==> config.mk <==
export PLATFORM = sky130hd
export DESIGN_NAME = depth_tint_shader
export DESIGN_NICKNAME = d
export VERILOG_FILES = /design/src/dts_pkg.sv /design/src/dts_mult.sv /design/src/dts_sqrt_stage.sv /design/src/depth_tint_shader.sv
export SDC_FILE = /design/constraint.sdc
export NUM_CORES = 2
export LEC_CHECK = 0
export ABC_AREA = 1
export BUFFER_PORTS_ARGS = -buffer_cell sky130_fd_sc_hd__buf_2
export CORE_ASPECT_RATIO = 1.25
export CORE_UTILIZATION = 50
export CTS_BUF_LIST = sky130_fd_sc_hd__clkbuf_16
export CTS_CLUSTER_DIAMETER = 150
export CTS_CLUSTER_SIZE = 12
export DETAILED_ROUTE_END_ITERATION = 16
export GPL_TIMING_DRIVEN = 1
export HOLD_SLACK_MARGIN = 0.12
export PLACE_DENSITY_LB_ADDON = 0.05
export SETUP_SLACK_MARGIN = 0.4
export SYNTH_ARGS = -nofsm -noshare
export SYNTH_HDL_FRONTEND = slang
export SYNTH_SLANG_ARGS = --single-unit
==> constraint.sdc <==
create_clock -name clk -period 18.8 [get_ports clk]
set_input_delay 1.88 -clock clk [delete_from_list [all_inputs] [get_ports clk]]
set_output_delay 1.88 -clock clk [all_outputs]
set_load 0.03 [all_outputs]
==> src/dts_pkg.sv <==
package dts_pkg;

  // Default number of fraction bits in the depth value (1.0 = 1 << bits)
  localparam int DEPTH_FRAC_BITS_DEF = 16;

  localparam int CH_W    = 8;
  localparam int COLOR_W = 3 * CH_W;

  // Square root datapath: radicand is at most 17 bits, so 9 result bits
  localparam int SQ_W            = 18;
  localparam int SQRT_STEPS      = 9;
  localparam int STEPS_PER_STAGE = 3;
  localparam int SQ_STAGES       = SQRT_STEPS / STEPS_PER_STAGE;

  localparam logic [COLOR_W-1:0] GLASS_TINT_RESET = 24'hB0B080;
  localparam logic [CH_W:0]      CH_MAX           = 9'h0FF;

  // Item moving through the square root stages
  typedef struct packed {
    logic [SQ_W-1:0] rem;
    logic [SQ_W-1:0] root;
    logic [CH_W-1:0] green;
    logic [CH_W-1:0] blue;
  } sq_item_t;

  // Glass blend: pixel/2 + tint/4, saturated
  function automatic logic [CH_W-1:0] blend_channel(input logic [CH_W-1:0] pix,
                                                    input logic [CH_W-1:0] tint);
    logic [CH_W:0] sum;
    sum = {2'b00, pix[CH_W-1:1]} + {3'b000, tint[CH_W-1:2]};
    blend_channel = (sum > CH_MAX) ? {CH_W{1'b1}} : sum[CH_W-1:0];
  endfunction

endpackage

==> src/dts_mult.sv <==
// Front of the pipeline: blend, then products for all three channels.
// Three register stages; output is the radicand for red plus final green/blue.
module dts_mult #(
  parameter int DEPTH_FRAC_BITS = dts_pkg::DEPTH_FRAC_BITS_DEF
) (
  input  logic                         clk,
  input  logic                         rst,
  input  logic [dts_pkg::COLOR_W-1:0]  glass_tint,
  input  logic                         in_valid,
  output logic                         in_ready,
  input  logic [dts_pkg::COLOR_W-1:0]  pixel_color,
  input  logic [DEPTH_FRAC_BITS:0]     depth_fraction,
  input  logic                         glass_mode,
  output logic                         out_valid,
  input  logic                         out_ready,
  output dts_pkg::sq_item_t            out_item
);

  localparam int DW  = DEPTH_FRAC_BITS + 1;
  localparam int CW  = dts_pkg::CH_W;
  localparam int RRW = 2 * CW;
  localparam int GDW = DW + CW;
  localparam int DDW = 2 * DW;
  localparam int RDW = RRW + DW;
  localparam int BDW = DDW + CW;

  // stage valids and ready chain
  logic v1, v2, v3;
  logic rdy1, rdy2, rdy3;

  assign rdy3     = !v3 || out_ready;
  assign rdy2     = !v2 || rdy3;
  assign rdy1     = !v1 || rdy2;
  assign in_ready = rdy1;
  assign out_valid = v3;

  // stage 1: channel split and glass blend
  logic [CW-1:0] r_in, g_in, b_in;
  logic [CW-1:0] r1, g1, b1;
  logic [DW-1:0] d1;

  always_comb begin
    r_in = pixel_color[3*CW-1:2*CW];
    g_in = pixel_color[2*CW-1:CW];
    b_in = pixel_color[CW-1:0];
    if (glass_mode) begin
      r_in = dts_pkg::blend_channel(r_in, glass_tint[3*CW-1:2*CW]);
      g_in = dts_pkg::blend_channel(g_in, glass_tint[2*CW-1:CW]);
      b_in = dts_pkg::blend_channel(b_in, glass_tint[CW-1:0]);
    end
  end

  always_ff @(posedge clk) begin
    if (rdy1) begin
      r1 <= r_in;
      g1 <= g_in;
      b1 <= b_in;
      d1 <= depth_fraction;
    end
  end

  // stage 2: r*r, g*d, d*d
  logic [RRW-1:0] rr2;
  logic [GDW-1:0] gd2;
  logic [DDW-1:0] dd2;
  logic [CW-1:0]  b2;
  logic [DW-1:0]  d2;

  always_ff @(posedge clk) begin
    if (rdy2) begin
      rr2 <= RRW'(r1) * RRW'(r1);
      gd2 <= GDW'(g1) * GDW'(d1);
      dd2 <= DDW'(d1) * DDW'(d1);
      b2  <= b1;
      d2  <= d1;
    end
  end

  // stage 3: r*r*d and b*d*d, truncate to the kept bits
  logic [RDW-1:0] rrd;
  logic [BDW-1:0] bdd;

  assign rrd = RDW'(rr2) * RDW'(d2);
  assign bdd = BDW'(b2) * BDW'(dd2);

  always_ff @(posedge clk) begin
    if (rdy3) begin
      out_item.rem   <= dts_pkg::SQ_W'(rrd[RDW-1:DEPTH_FRAC_BITS]);
      out_item.root  <= '0;
      out_item.green <= gd2[DEPTH_FRAC_BITS+CW-1:DEPTH_FRAC_BITS];
      out_item.blue  <= bdd[2*DEPTH_FRAC_BITS+CW-1:2*DEPTH_FRAC_BITS];
    end
  end

  // valid bits
  always_ff @(posedge clk) begin
    if (rst) begin
      v1 <= 1'b0;
      v2 <= 1'b0;
      v3 <= 1'b0;
    end else begin
      if (rdy1) v1 <= in_valid;
      if (rdy2) v2 <= v1;
      if (rdy3) v3 <= v2;
    end
  end

endmodule

==> src/dts_sqrt_stage.sv <==
// One register stage of the digit-by-digit integer square root.
module dts_sqrt_stage #(
  parameter int STAGE_INDEX = 0
) (
  input  logic              clk,
  input  logic              rst,
  input  logic              in_valid,
  output logic              in_ready,
  input  dts_pkg::sq_item_t in_item,
  output logic              out_valid,
  input  logic              out_ready,
  output dts_pkg::sq_item_t out_item
);

  localparam int SW = dts_pkg::SQ_W;

  dts_pkg::sq_item_t item_next;

  // a few root digits per stage; bit position is fixed per step
  always_comb begin
    logic [SW-1:0] bit_val;
    logic [SW-1:0] trial;
    item_next = in_item;
    for (int k = 0; k < dts_pkg::STEPS_PER_STAGE; k++) begin
      bit_val = SW'(1) << (2 * (dts_pkg::SQRT_STEPS - 1
                                - (STAGE_INDEX * dts_pkg::STEPS_PER_STAGE + k)));
      trial = item_next.root + bit_val;
      if (item_next.rem >= trial) begin
        item_next.rem  = item_next.rem - trial;
        item_next.root = (item_next.root >> 1) + bit_val;
      end else begin
        item_next.root = item_next.root >> 1;
      end
    end
  end

  assign in_ready = !out_valid || out_ready;

  always_ff @(posedge clk) begin
    if (in_ready) begin
      out_item <= item_next;
    end
  end

  always_ff @(posedge clk) begin
    if (rst) begin
      out_valid <= 1'b0;
    end else if (in_ready) begin
      out_valid <= in_valid;
    end
  end

endmodule

==> src/depth_tint_shader.sv <==
// Channel   Dir  Handshake              Payload
// in        in   in_valid / in_ready    pixel_color, depth_fraction, glass_mode
// out       out  out_valid / out_ready  shaded_color
// cfg       in   cfg_valid / cfg_ready  glass_tint (always ready)
//
// Takes one pixel request per clock while not stalled; stages are blend and two
// multiply stages, then three square root stages of three digits each for red.
// Reset (rst, synchronous) empties the pipeline and loads the tint reset value.
// Stalls hold every full stage; a stage fills whenever it is empty or the one after it has room.
module depth_tint_shader #(
  parameter int DEPTH_FRAC_BITS = dts_pkg::DEPTH_FRAC_BITS_DEF
) (
  input  logic                        clk,
  input  logic                        rst,
  input  logic                        cfg_valid,
  output logic                        cfg_ready,
  input  logic [dts_pkg::COLOR_W-1:0] glass_tint,
  input  logic                        in_valid,
  output logic                        in_ready,
  input  logic [dts_pkg::COLOR_W-1:0] pixel_color,
  input  logic [DEPTH_FRAC_BITS:0]    depth_fraction,
  input  logic                        glass_mode,
  output logic                        out_valid,
  input  logic                        out_ready,
  output logic [dts_pkg::COLOR_W-1:0] shaded_color
);

  localparam int NS = dts_pkg::SQ_STAGES;
  localparam int CW = dts_pkg::CH_W;

  // tint register
  logic [dts_pkg::COLOR_W-1:0] tint;

  assign cfg_ready = 1'b1;

  always_ff @(posedge clk) begin
    if (rst) begin
      tint <= dts_pkg::GLASS_TINT_RESET;
    end else if (cfg_valid) begin
      tint <= glass_tint;
    end
  end

  // links between pipeline sections
  logic              lk_valid [NS+1];
  logic              lk_ready [NS+1];
  dts_pkg::sq_item_t lk_item  [NS+1];

  dts_mult #(
    .DEPTH_FRAC_BITS(DEPTH_FRAC_BITS)
  ) u_mult (
    .clk           (clk),
    .rst           (rst),
    .glass_tint    (tint),
    .in_valid      (in_valid),
    .in_ready      (in_ready),
    .pixel_color   (pixel_color),
    .depth_fraction(depth_fraction),
    .glass_mode    (glass_mode),
    .out_valid     (lk_valid[0]),
    .out_ready     (lk_ready[0]),
    .out_item      (lk_item[0])
  );

  // square root stages for red
  for (genvar s = 0; s < NS; s++) begin : g_sqrt
    dts_sqrt_stage #(
      .STAGE_INDEX(s)
    ) u_stage (
      .clk      (clk),
      .rst      (rst),
      .in_valid (lk_valid[s]),
      .in_ready (lk_ready[s]),
      .in_item  (lk_item[s]),
      .out_valid(lk_valid[s+1]),
      .out_ready(lk_ready[s+1]),
      .out_item (lk_item[s+1])
    );
  end

  assign out_valid    = lk_valid[NS];
  assign lk_ready[NS] = out_ready;
  assign shaded_color = {lk_item[NS].root[CW-1:0], lk_item[NS].green, lk_item[NS].blue};

endmodule
==> results.toml <==
[run_status]
outcome = "finished, final reports clean"

[synth]
yosysWarningCount = 0
syn-mean-instance-area_um2 = 8.56
synth_top_area_frac = 0.322
synth_edf_count = 255
async_reset_ff_frac = 0
ys_seq_area_frac = 0.191
ys_seq_elements = 279
yosysMostFrequentCell = "inv_1"
netlist_top_cells_area = "fa_1, edfxtp_1, ha_1, inv_1, nand2_1"
synth-main-ff-cell = "edfxtp_1"
synth_common_cells = "inv_1, nand2_1, fa_1"
synth_top_area_cell = "fa_1"
synth_cells = 4981
syn-cell-area_um2 = 42600
synth_cell_types = 58

[routing]
drc_errors = 0
wl_per_cell_um = 15.6
totalWireLength_um = 94400
drt_iter0_markers = 1369
num_vias = 30300
ant_nets = 0
first_pass_iters = 5
viasPerCell = 5.00

[clock_network]
cts_setup_buffers = 0
clock_path_buffers = 3
ctsHoldBuffers = 0
h-tree-depth = 1
cts_buffers = 27
cts_resized = 0
clkSlewWorstSetupHoldPaths_ns = 0.07
clock-sinks = 279
clock_latency_ns = 0.61
cts_tree = "yes"
root_buffer = "clkbuf_16"

[critical_path]
critPathMaxFanout = 17
arrival_ns = 7.08
worst_r2r_path_depth = 24
cp-start-kind = "flip-flop"
cp-end-kind = "flip-flop"
critPathKind = "reg2reg"
cp.required_ns = 19.14

[cells_and_area]
final_nets = 6123
n_fill_cell = 8058
fin_area_um2 = 44700
area_growth_pct = 4.90
drive_gt1_frac = 0.0469

[timing]
worst_pin_slew_ns = 1.10
final-hold-violation-count = 0
finalCritPeriodShare = 0.358
setup_viol = 0
rsz0062_at_grt = "false"
drv_slew = 0
min_period_ns = 6.74
max_freq_mhz = 148
worst_clock_skew_ns = 0.0291
tns_ns = 0
relSlewSlack = 0.266

[placed_design]
place.gp.congestion = 0.851
dp_hpwl_um = 75500
dpl_cell_area_um2 = 43900
numPortBuffers = 90

[die]
coreArea_um2 = 84300
dieHeight_um = 328
rows = 119
pin_count = 98
initial_core_util = 0.506
die-area_um2 = 86400
die_w_um = 263

[global_routing]
grt_overflow = 0
grt_pass1_wl_um = 161000
antenna_found_initial = 0
grt.busiest_layer = "met2"
grt_use_met3 = 0.0235
met1_usage = 0.298
met2_usage = 0.410
grt_usage = 0.231
grt_start_max_net_pins = 81
first_global_vias = 32500

[flow_run]
cap_violations = 0

[min_path]
hp-class = "reg2reg"
hold_depth = 0
area by class of cell:
cell class,count,area [um^2],share of cell area
clock buffers,27,676,0.0151
diodes,1,2.50,0.0000560
flip-flops and latches,279,8140,0.182
repair buffers,127,728,0.0163
multi-input cells,3210,28800,0.645
inverters,1302,4890,0.109
well taps,1089,1360,0.0305
clock inverters,23,96.3,0.00215
worst paths after layout:
| path | from | to | slack (ns) |
|---|---|---|---|
| worst min register to register | g_sqrt[0].u_stage.out_item[0] | g_sqrt[1].u_stage.out_item[0] | 0.40 |
| worst max-delay path | u_mult.d1[12] | u_mult.dd2[33] | 12.06 |
| worst min-delay path | g_sqrt[0].u_stage.out_item[0] | g_sqrt[1].u_stage.out_item[0] | 0.40 |
| worst max register to register | u_mult.d1[12] | u_mult.dd2[33] | 12.06 |
flip-flops by register name (all words and copies together), names as in the netlist, 15 cells and up:
signal and flops:
g_sqrt.u_stage.out_item 101, u_mult.d1 17, u_mult.d2 17, u_mult.dd2 32, u_mult.out_item 33, u_mult.rr2 15
tint 18
kinds of logic after synthesis:
family          Yosys count  share of synthesized area
compound gates          373                     0.0489
flops                   279                      0.191
other cells               1                  0.0000880
simple gates           1590                      0.153
fa+ha+maj              1105                      0.445
xor+xnor                137                     0.0281
mux                       2                   0.000528
buf+inv                1494                      0.133
per-layer routing:
metal | part of all wire | vias up
met5 | 0 | -
met2 | 0.49 | 569
met3 | 0.044 | 131
met1 | 0.44 | 14800
li1 | - | 14800
met4 | 0.028 | 0
critical path, cell delays in order (launching register included):
cell and delay (ns):
edfxtp_1 0.70, buf_4 0.38, nand2_1 0.08, inv_1 0.08, fa_1 0.42, inv_1 0.13
fa_1 0.46, fa_1 0.55, inv_1 0.05, fa_1 0.46, fa_1 0.55, inv_1 0.06
fa_1 0.53, inv_1 0.04, ha_1 0.38, nand2_1 0.12, nor4_1 0.47, nand4_1 0.15
nand3_1 0.26, nand3_1 0.11, nand2_1 0.10, nand4_1 0.08, inv_1 0.08, a21oi_1 0.07
xor2_1 0.14
per-stage QoR:
step	cells	worst slack [ns]	hold slack, ns	util
floorplan	4983	10.60	0.400	-
global placement	6007	12.11	0.401	0.521
detailed placement	6007	12.07	0.405	0.521
CTS	6057	12.04	0.404	0.531
global route	6057	11.57	0.417	0.531
finish	6058	12.06	0.405	0.531
placed cells by master (no fill, tap or decap), drive strengths merged, types with 11 or more instances in the layout:
cell / instances
nand2: 1209
a21o: 18
nor2: 188
o21ai: 127
a31oi: 12
nor3: 13
clkbuf: 27
fa: 685
inv: 1318
xor2: 91
nor4: 11
nand4: 40
o31ai: 12
ha: 420
buf: 127
edfxtp: 255
a21oi: 163
dfxtp: 24
o21bai: 11
nand3: 109
xnor2: 46
Power is not shown: default switching activity piles up to over one toggle a cycle in this logic, so the estimate is an artifact.
